===== src/sv/gwd_pkg.sv =====
package gwd_pkg;

   typedef logic [4:0]  day_type;
   typedef logic [3:0]  month_type;
   typedef logic [11:0] year_type;
   typedef logic [2:0]  weekday_type;

   localparam year_type    YEAR_MAX         = 12'd2099;
   localparam year_type    BASE_YEAR        = 12'd1970;
   localparam weekday_type BASE_WEEKDAY     = 3'd3;
   localparam logic [6:0]  BASE_YEAR_MOD100 = 7'd70;
   localparam logic [8:0]  BASE_YEAR_MOD400 = 9'd370;
   localparam logic [6:0]  LAST_MOD100      = 7'd99;
   localparam logic [8:0]  LAST_MOD400      = 9'd399;

   localparam month_type JANUARY  = 4'd1;
   localparam month_type FEBRUARY = 4'd2;
   localparam month_type DECEMBER = 4'd12;
   localparam day_type   FIRST_DAY = 5'd1;
   localparam weekday_type DAYS_PER_WEEK = 3'd7;

   typedef enum logic [2:0] {
      ST_IDLE,
      ST_CHECK,
      ST_YEARS,
      ST_MONTHS,
      ST_DAYS,
      ST_NEXT,
      ST_MONDAY,
      ST_DONE
   } state_type;

   typedef struct packed {
      day_type   dim;
      day_type   next_day;
      month_type next_month;
      logic      year_carry;
   } step_type;

   function automatic day_type month_length(month_type month, logic leap);
      day_type len;
      case (month)
         4'd2:                           len = leap ? 5'd29 : 5'd28;
         4'd4, 4'd6, 4'd9, 4'd11:        len = 5'd30;
         4'd1, 4'd3, 4'd5, 4'd7, 4'd8,
         4'd10, 4'd12:                   len = 5'd31;
         default:                        len = 5'd0;
      endcase
      return len;
   endfunction

endpackage


===== src/sv/gwd_step.sv =====
module gwd_step import gwd_pkg::*; (
   input  day_type   day,
   input  month_type month,
   input  logic      leap,
   output step_type  result
);

   always_comb begin
      result.dim        = month_length(month, leap);
      result.next_day   = day + 5'd1;
      result.next_month = month;
      result.year_carry = 1'b0;
      if (day >= result.dim) begin
         result.next_day = FIRST_DAY;
         if (month >= DECEMBER) begin
            result.next_month = JANUARY;
            result.year_carry = 1'b1;
         end else begin
            result.next_month = month + 4'd1;
         end
      end
   end

endmodule


===== src/sv/gregorian_weekday_and_next_monday.sv =====
// A year, month or zero day out of range gives its result from the check state once the request
// is accepted; a day past the end of its month gives it after the year and month walks.
// A valid date walks one year per cycle and one month per cycle, then reduces the day sum
// by seven and takes the Monday steps, with all month and Monday steps on one stepper.
// Throughput: one request at a time; the next is accepted in the cycle after the result is taken.
// Reset: synchronous, active high; clears the sequencer and the result valid flag.
module gregorian_weekday_and_next_monday import gwd_pkg::*; #(
   parameter year_type YEAR_LIMIT = YEAR_MAX
) (
   input  logic        clock,
   input  logic        reset,
   input  logic        req_valid,
   output logic        req_ready,
   input  day_type     req_in_day,
   input  month_type   req_in_month,
   input  year_type    req_in_year,
   output logic        rsp_valid,
   input  logic        rsp_ready,
   output logic        rsp_date_ok,
   output weekday_type rsp_weekday,
   output day_type     rsp_next_day,
   output month_type   rsp_next_month,
   output year_type    rsp_next_year,
   output day_type     rsp_monday_day,
   output month_type   rsp_monday_month,
   output year_type    rsp_monday_year
);

   state_type   state_ff, state_in;
   logic        valid_ff, valid_in;
   day_type     d_ff, d_in;
   month_type   m_ff, m_in;
   year_type    y_ff, y_in;
   year_type    yc_ff, yc_in;
   logic [6:0]  c100_ff, c100_in;
   logic [8:0]  c400_ff, c400_in;
   logic        leap_ff, leap_in;
   weekday_type wd_ff, wd_in;
   logic [5:0]  sum_ff, sum_in;
   month_type   mc_ff, mc_in;
   day_type     md_ff, md_in;
   month_type   mm_ff, mm_in;
   year_type    my_ff, my_in;
   weekday_type cnt_ff, cnt_in;
   logic        ok_ff, ok_in;
   weekday_type owd_ff, owd_in;
   day_type     nd_ff, nd_in;
   month_type   nm_ff, nm_in;
   year_type    ny_ff, ny_in;
   day_type     od_ff, od_in;
   month_type   om_ff, om_in;
   year_type    oy_ff, oy_in;

   day_type     op_day;
   month_type   op_month;
   step_type    step;
   logic        leap_now;
   logic [3:0]  wd_add;

   gwd_step u_step (
      .day    (op_day),
      .month  (op_month),
      .leap   (leap_ff),
      .result (step)
   );

   assign leap_now = (yc_ff[1:0] == 2'b00) && ((c100_ff != 7'd0) || (c400_ff == 9'd0));

   always_comb begin
      op_day   = d_ff;
      op_month = m_ff;
      case (state_ff)
         ST_MONTHS: op_month = mc_ff;
         ST_MONDAY: begin
            op_day   = md_ff;
            op_month = mm_ff;
         end
         default: ;
      endcase
   end

   always_ff @(posedge clock) begin
      if (reset) begin
         state_ff <= ST_IDLE;
         valid_ff <= 1'b0;
      end else begin
         state_ff <= state_in;
         valid_ff <= valid_in;
      end
   end

   always_ff @(posedge clock) begin
      d_ff    <= d_in;
      m_ff    <= m_in;
      y_ff    <= y_in;
      yc_ff   <= yc_in;
      c100_ff <= c100_in;
      c400_ff <= c400_in;
      leap_ff <= leap_in;
      wd_ff   <= wd_in;
      sum_ff  <= sum_in;
      mc_ff   <= mc_in;
      md_ff   <= md_in;
      mm_ff   <= mm_in;
      my_ff   <= my_in;
      cnt_ff  <= cnt_in;
      ok_ff   <= ok_in;
      owd_ff  <= owd_in;
      nd_ff   <= nd_in;
      nm_ff   <= nm_in;
      ny_ff   <= ny_in;
      od_ff   <= od_in;
      om_ff   <= om_in;
      oy_ff   <= oy_in;
   end

   always_comb begin
      state_in = state_ff;
      valid_in = valid_ff;
      d_in     = d_ff;
      m_in     = m_ff;
      y_in     = y_ff;
      yc_in    = yc_ff;
      c100_in  = c100_ff;
      c400_in  = c400_ff;
      leap_in  = leap_ff;
      wd_in    = wd_ff;
      sum_in   = sum_ff;
      mc_in    = mc_ff;
      md_in    = md_ff;
      mm_in    = mm_ff;
      my_in    = my_ff;
      cnt_in   = cnt_ff;
      ok_in    = ok_ff;
      owd_in   = owd_ff;
      nd_in    = nd_ff;
      nm_in    = nm_ff;
      ny_in    = ny_ff;
      od_in    = od_ff;
      om_in    = om_ff;
      oy_in    = oy_ff;
      wd_add   = 4'd0;
      req_ready = 1'b0;

      unique case (state_ff)
         ST_IDLE: begin
            req_ready = 1'b1;
            if (req_valid) begin
               d_in     = req_in_day;
               m_in     = req_in_month;
               y_in     = req_in_year;
               yc_in    = BASE_YEAR;
               c100_in  = BASE_YEAR_MOD100;
               c400_in  = BASE_YEAR_MOD400;
               wd_in    = BASE_WEEKDAY;
               leap_in  = 1'b0;
               state_in = ST_CHECK;
            end
         end
         ST_CHECK: begin
            if ((y_ff < BASE_YEAR) || (y_ff > YEAR_LIMIT) || (m_ff < JANUARY) ||
                (m_ff > DECEMBER) || (d_ff == 5'd0)) begin
               ok_in    = 1'b0;
               owd_in   = '0;
               nd_in    = '0;
               nm_in    = '0;
               ny_in    = '0;
               od_in    = '0;
               om_in    = '0;
               oy_in    = '0;
               valid_in = 1'b1;
               state_in = ST_DONE;
            end else begin
               state_in = ST_YEARS;
            end
         end
         ST_YEARS: begin
            if (yc_ff == y_ff) begin
               leap_in  = leap_now;
               mc_in    = JANUARY;
               state_in = ST_MONTHS;
            end else begin
               wd_add  = {1'b0, wd_ff} + (leap_now ? 4'd2 : 4'd1);
               wd_in   = (wd_add >= {1'b0, DAYS_PER_WEEK}) ?
                         3'(wd_add - {1'b0, DAYS_PER_WEEK}) : wd_add[2:0];
               yc_in   = yc_ff + 12'd1;
               c100_in = (c100_ff == LAST_MOD100) ? 7'd0 : c100_ff + 7'd1;
               c400_in = (c400_ff == LAST_MOD400) ? 9'd0 : c400_ff + 9'd1;
            end
         end
         ST_MONTHS: begin
            if (mc_ff == m_ff) begin
               if (d_ff > step.dim) begin
                  ok_in    = 1'b0;
                  owd_in   = '0;
                  nd_in    = '0;
                  nm_in    = '0;
                  ny_in    = '0;
                  od_in    = '0;
                  om_in    = '0;
                  oy_in    = '0;
                  valid_in = 1'b1;
                  state_in = ST_DONE;
               end else begin
                  sum_in   = {3'b000, wd_ff} + {1'b0, d_ff - 5'd1};
                  state_in = ST_DAYS;
               end
            end else begin
               // Month lengths run 28 to 31, so the low two bits give the excess over four weeks.
               wd_add = {1'b0, wd_ff} + {2'b00, step.dim[1:0]};
               wd_in  = (wd_add >= {1'b0, DAYS_PER_WEEK}) ?
                        3'(wd_add - {1'b0, DAYS_PER_WEEK}) : wd_add[2:0];
               mc_in  = mc_ff + 4'd1;
            end
         end
         ST_DAYS: begin
            if (sum_ff >= {3'b000, DAYS_PER_WEEK}) begin
               sum_in = sum_ff - {3'b000, DAYS_PER_WEEK};
            end else begin
               wd_in    = sum_ff[2:0];
               cnt_in   = (sum_ff[2:0] == 3'd0) ? 3'd0 : DAYS_PER_WEEK - sum_ff[2:0];
               md_in    = d_ff;
               mm_in    = m_ff;
               my_in    = y_ff;
               state_in = ST_NEXT;
            end
         end
         ST_NEXT: begin
            nd_in    = step.next_day;
            nm_in    = step.next_month;
            ny_in    = y_ff + {11'd0, step.year_carry};
            state_in = ST_MONDAY;
         end
         ST_MONDAY: begin
            if (cnt_ff == 3'd0) begin
               ok_in    = 1'b1;
               owd_in   = wd_ff;
               od_in    = md_ff;
               om_in    = mm_ff;
               oy_in    = my_ff;
               valid_in = 1'b1;
               state_in = ST_DONE;
            end else begin
               md_in  = step.next_day;
               mm_in  = step.next_month;
               my_in  = my_ff + {11'd0, step.year_carry};
               cnt_in = cnt_ff - 3'd1;
            end
         end
         ST_DONE: begin
            if (rsp_ready) begin
               valid_in = 1'b0;
               state_in = ST_IDLE;
            end
         end
         default: state_in = ST_IDLE;
      endcase
   end

   assign rsp_valid        = valid_ff;
   assign rsp_date_ok      = ok_ff;
   assign rsp_weekday      = owd_ff;
   assign rsp_next_day     = nd_ff;
   assign rsp_next_month   = nm_ff;
   assign rsp_next_year    = ny_ff;
   assign rsp_monday_day   = od_ff;
   assign rsp_monday_month = om_ff;
   assign rsp_monday_year  = oy_ff;

endmodule

===== config.mk =====
export PLATFORM = sky130hd
export DESIGN_NAME = gregorian_weekday_and_next_monday
export DESIGN_NICKNAME = d
export VERILOG_FILES = /design/src/sv/gwd_pkg.sv /design/src/sv/gwd_step.sv /design/src/sv/gregorian_weekday_and_next_monday.sv
export SDC_FILE = /design/constraint.sdc
export NUM_CORES = 1
export LEC_CHECK = 0
export BUFFER_PORTS_ARGS = -buffer_cell sky130_fd_sc_hd__buf_2
export CORE_ASPECT_RATIO = 1.1
export CORE_UTILIZATION = 45
export CTS_CLUSTER_SIZE = 8
export DETAILED_ROUTE_END_ITERATION = 7
export REMOVE_ABC_BUFFERS = 1
export SYNTH_ARGS = -nofsm -noshare
export SYNTH_HDL_FRONTEND = slang
export SYNTH_SLANG_ARGS = --single-unit
export TNS_END_PERCENT = 100

===== constraint.sdc =====
create_clock -name clock -period 14.3 [get_ports clock]
set_input_delay 2.86 -clock clock [delete_from_list [all_inputs] [get_ports clock]]
set_output_delay 2.86 -clock clock [all_outputs]
set_load 0.01 [all_outputs]

==> results.yml <==
logic_synthesis:
  synthMuxAreaShare_pct: 0.8010
  synth_area_leaders: "edfxtp_1, ha_1, xnor2_1, nand2_1, xor2_1"
  async_flop_share_pct: 0
  synth.avg_cell_area_um2: 10.63
  synth.distinct_cells: 61
  synth_top_family_by_area: "simple AND/OR/NAND/NOR gates"
  synth_xor_area_share_pct: 8.354
  synth-adder-area-share_pct: 6.343
  synth_cells: 720
  synth_compound_area_share_pct: 9.678
  synth-simple-area-share_pct: 18.10
  synth_enable_flop_cells: 133
  yosysSeqAreaShare_pct: 53.23
  syn_area_um2: 7654
  yosys_warnings: 0
  synth_seq_cells: 137
  yosys.area.top_type_share_pct: 52.18
  synth.largest_area_cell: "edfxtp_1"
  yosys_most_used_dff: "edfxtp_1"
worst_setup_path:
  crit_arrival_ns: 6.00
  start_kind: "flop"
  rrSetupSlack_ns: 8.45
  r2r-end: "rsp_next_year[10]"
  path_class: "reg -> reg"
  crit_path_end_kind: "flop"
  worstPathRequired_ns: 14.44
  reg2reg_from: "state_ff[1]"
  reg2reg_depth: 22
  crit_fanout: 47
timing:
  finClkSkew_ns: 0.007434
  finalSetupViolCount: 0
  fmax_ghz: 0.1709
  final_max_slew_viol_count: 0
  fin_tns_setup_ns: 0
  worst_pin_slew_ns: 1.186
  rsz0062_at_grt: "no"
  hold_violations: 0
  slew_headroom_pct: 20.90
  setup_ws_ns: 8.448
  worst_hold_slack_ns: 0.5645
  timing.final.crit_share_pct: 40.92
  fin_crit_ns: 5.852
global_routing:
  grt_max_degree: 48
  grt_pass1_vias: 5405
  antenna_found_initial: 0
  grt_usage_pct: 20.19
  grt-ovfl-total: 0
  grt_pass1_wl_mm: 27.57
outcome:
  run_status: "finished, final reports clean"
drt:
  drc: 0
  vias_per_cell: 5.481
  postRouteAntennaNets: 0
  initialDrtViolationCount: 336
  drt-total-wl_mm: 16.93
  vias: 5503
  routedWlPerCell_um: 16.87
  drtPass1Iterations: 5
clocking:
  tritoncts: "done"
  cts_buffer_depth: 2
  clk_latency_ns: 0.42
  clk_pin_slew_worst_paths_ns: 0.06
  postCtsHoldBufs: 0
  h-tree-depth: 4
  cts_buffers: 17
  clkSinkCount: 137
  ctsRootBufferMaster: "clkbuf_16"
  cts_resized: 0
  post_cts_buffers: 0
floorplan:
  io_pins: 73
  fp-row-count: 49
  die_x_um: 126.3
  core_um2: 16490
  dieArea_um2: 17530
  start_util_pct: 46.41
  die-height_um: 138.8
job:
  cap_violations: 0
cells_and_area:
  drive_gt1_share_pct: 15.13
  finish.utilization_pct: 53.27
  antennaDiodeCount: 0
  nets: 849
  area_delta_synth_final_pct: 14.78
  fin_cells: 1004
power_and_ir_drop:
  seqPwrFrac_pct: 36.7
  power.density_nw_per_um2: 213.3
  p_sw_uw: 719.1
  internal_power_uw: 1155
  leakage_uw: 0.003310
  switching_share_pct: 38.37
  ir_worst_vdd_uv: 97.98
  combPwrFrac_pct: 39.8
  power_frac_clock_pct: 23.5
place:
  placed_cells: 972
  pre_cts_slack_ns: 8.486
  portBuffers: 72
  hpwlAfterDp_mm: 11.93
  place.gp.congestion: 0.8575
worst_hold_path:
  min_path_cells: 1
  hold_class: "reg -> reg"
  min_to: "rsp_monday_day[1]"
  hp-start: "md_ff[1]"
==> area by class of cell <==
| class | count | area (um2) |
|---|---|---|
| multi-input cells | 517 | 3336 |
| well taps | 204 | 255.2 |
| repair buffers | 76 | 390.4 |
| clock inverters | 13 | 153.9 |
| inverters | 38 | 142.6 |
| fillers | 1424 | 7707 |
| clock buffers | 19 | 432.9 |
| flip-flops and latches | 137 | 4074 |
==> logic make-up after synthesis <==
family	after synthesis
compound gates	118
xor+xnor	73
flops	137
buf+inv	66
fa+ha+maj	37
mux	6
simple gates	283
==> through the flow <==
stage	instance area (um2)	power (uW)
finish	8785	1874
global placement	8198	1415
global route	8785	2006
detailed placement	8198	1438
CTS	8785	1885
floorplan	7528	1217
==> routing by layer <==
layer  vias up  track usage [%]  wire [um]
met5         -                0          0
met1      2645            26.33       7896
met3        12            4.552        762
li1       2703                -          -
met4         0            6.595        176
met2       143            33.24       8098
==> worst max-delay path by stage <==
stage                 from           endpoint  slack, ns  cells past startpoint
3_5_place_dp   state_ff[1]  rsp_next_year[10]       8.49                     21
2_1_floorplan  state_ff[0]    rsp_next_day[0]       7.80                     16
6_report       state_ff[1]  rsp_next_year[10]       8.45                     22
3_3_place_gp   state_ff[1]  rsp_next_year[10]       8.64                     22
5_1_grt        state_ff[1]  rsp_next_year[10]       7.91                     22
4_1_cts        state_ff[1]  rsp_next_year[10]       8.47                     22
==> power by group through the flow <==
stage | Combinational [uW] | Clock (uW) | Sequential [uW]
2_1_floorplan | 517 | 0 | 700
3_3_place_gp | 726 | 0 | 689
3_5_place_dp | 744 | 0 | 694
4_1_cts | 750 | 448 | 687
5_1_grt | 842 | 462 | 703
6_report | 746 | 441 | 687
==> flip-flops by register name (all words and copies together) (netlist names), 5 cells and up <==
name and flops:
c100_ff 7, c400_ff 9, d_ff 5, md_ff 5
my_ff 12, rsp_monday_day 5, rsp_monday_year 12, rsp_next_day 5
rsp_next_year 12, sum_ff 6, y_ff 12, yc_ff 12
==> placed cells by master, fill, tap and decap left out, drive strengths merged, types with 4 or more instances in the layout <==
master,n
nand2b,4
nor4,4
clkbuf,19
inv,38
a31oi,5
or2,5
xor2,31
xnor2,42
ha,34
o21ai,47
and3,13
nor2,65
nand3,38
nor2b,6
or3,7
edfxtp,133
a21oi,31
dfxtp,4
nand2,76
clkinv,8
nand4,9
nor3b,5
and2,25
buf,76
o31ai,4
mux2i,5
o21a,4
nor3,19
==> Yosys cell counts, types with 3 or more instances <==
master      n
nand2_1    76
ha_1       34
o21ai_1    12
and3_1     13
or2_2       3
nand2b_1    4
and2_1     25
a21o_1      3
fa_1        3
nand4_1     9
o21a_1      4
nor2_1     64
inv_1      37
nor2b_1     6
mux2i_1     5
buf_4       3
nand3_1    37
nor3_1     18
or3_1       7
xor2_1     31
o22ai_1     3
o21ai_0    35
a21oi_1    31
a31oi_1     4
a32oi_1     3
nor3b_1     5
clkbuf_1   22
dfxtp_1     4
nor4_1      4
xnor2_1    42
o31ai_1     4
edfxtp_1  133
==> worst max-delay path: stages, from the launching register on <==
cell	delay [ns]
dfxtp_1	0.83
nand3b_1	0.16
buf_4	0.32
inv_2	0.49
nand2_1	0.18
and3_1	0.25
inv_1	0.13
ha_1	0.25
nor3_1	0.13
o21bai_4	0.24
o21a_1	0.18
inv_1	0.10
ha_1	0.29
a21oi_1	0.07
a21o_1	0.20
a31o_2	0.30
nor3_1	0.27
ha_1	0.26
ha_1	0.19
nand3_1	0.19
nor3b_1	0.29
xnor2_1	0.15
nor2_1	0.06
No activity file was read; power rests on OpenSTA's default activity.
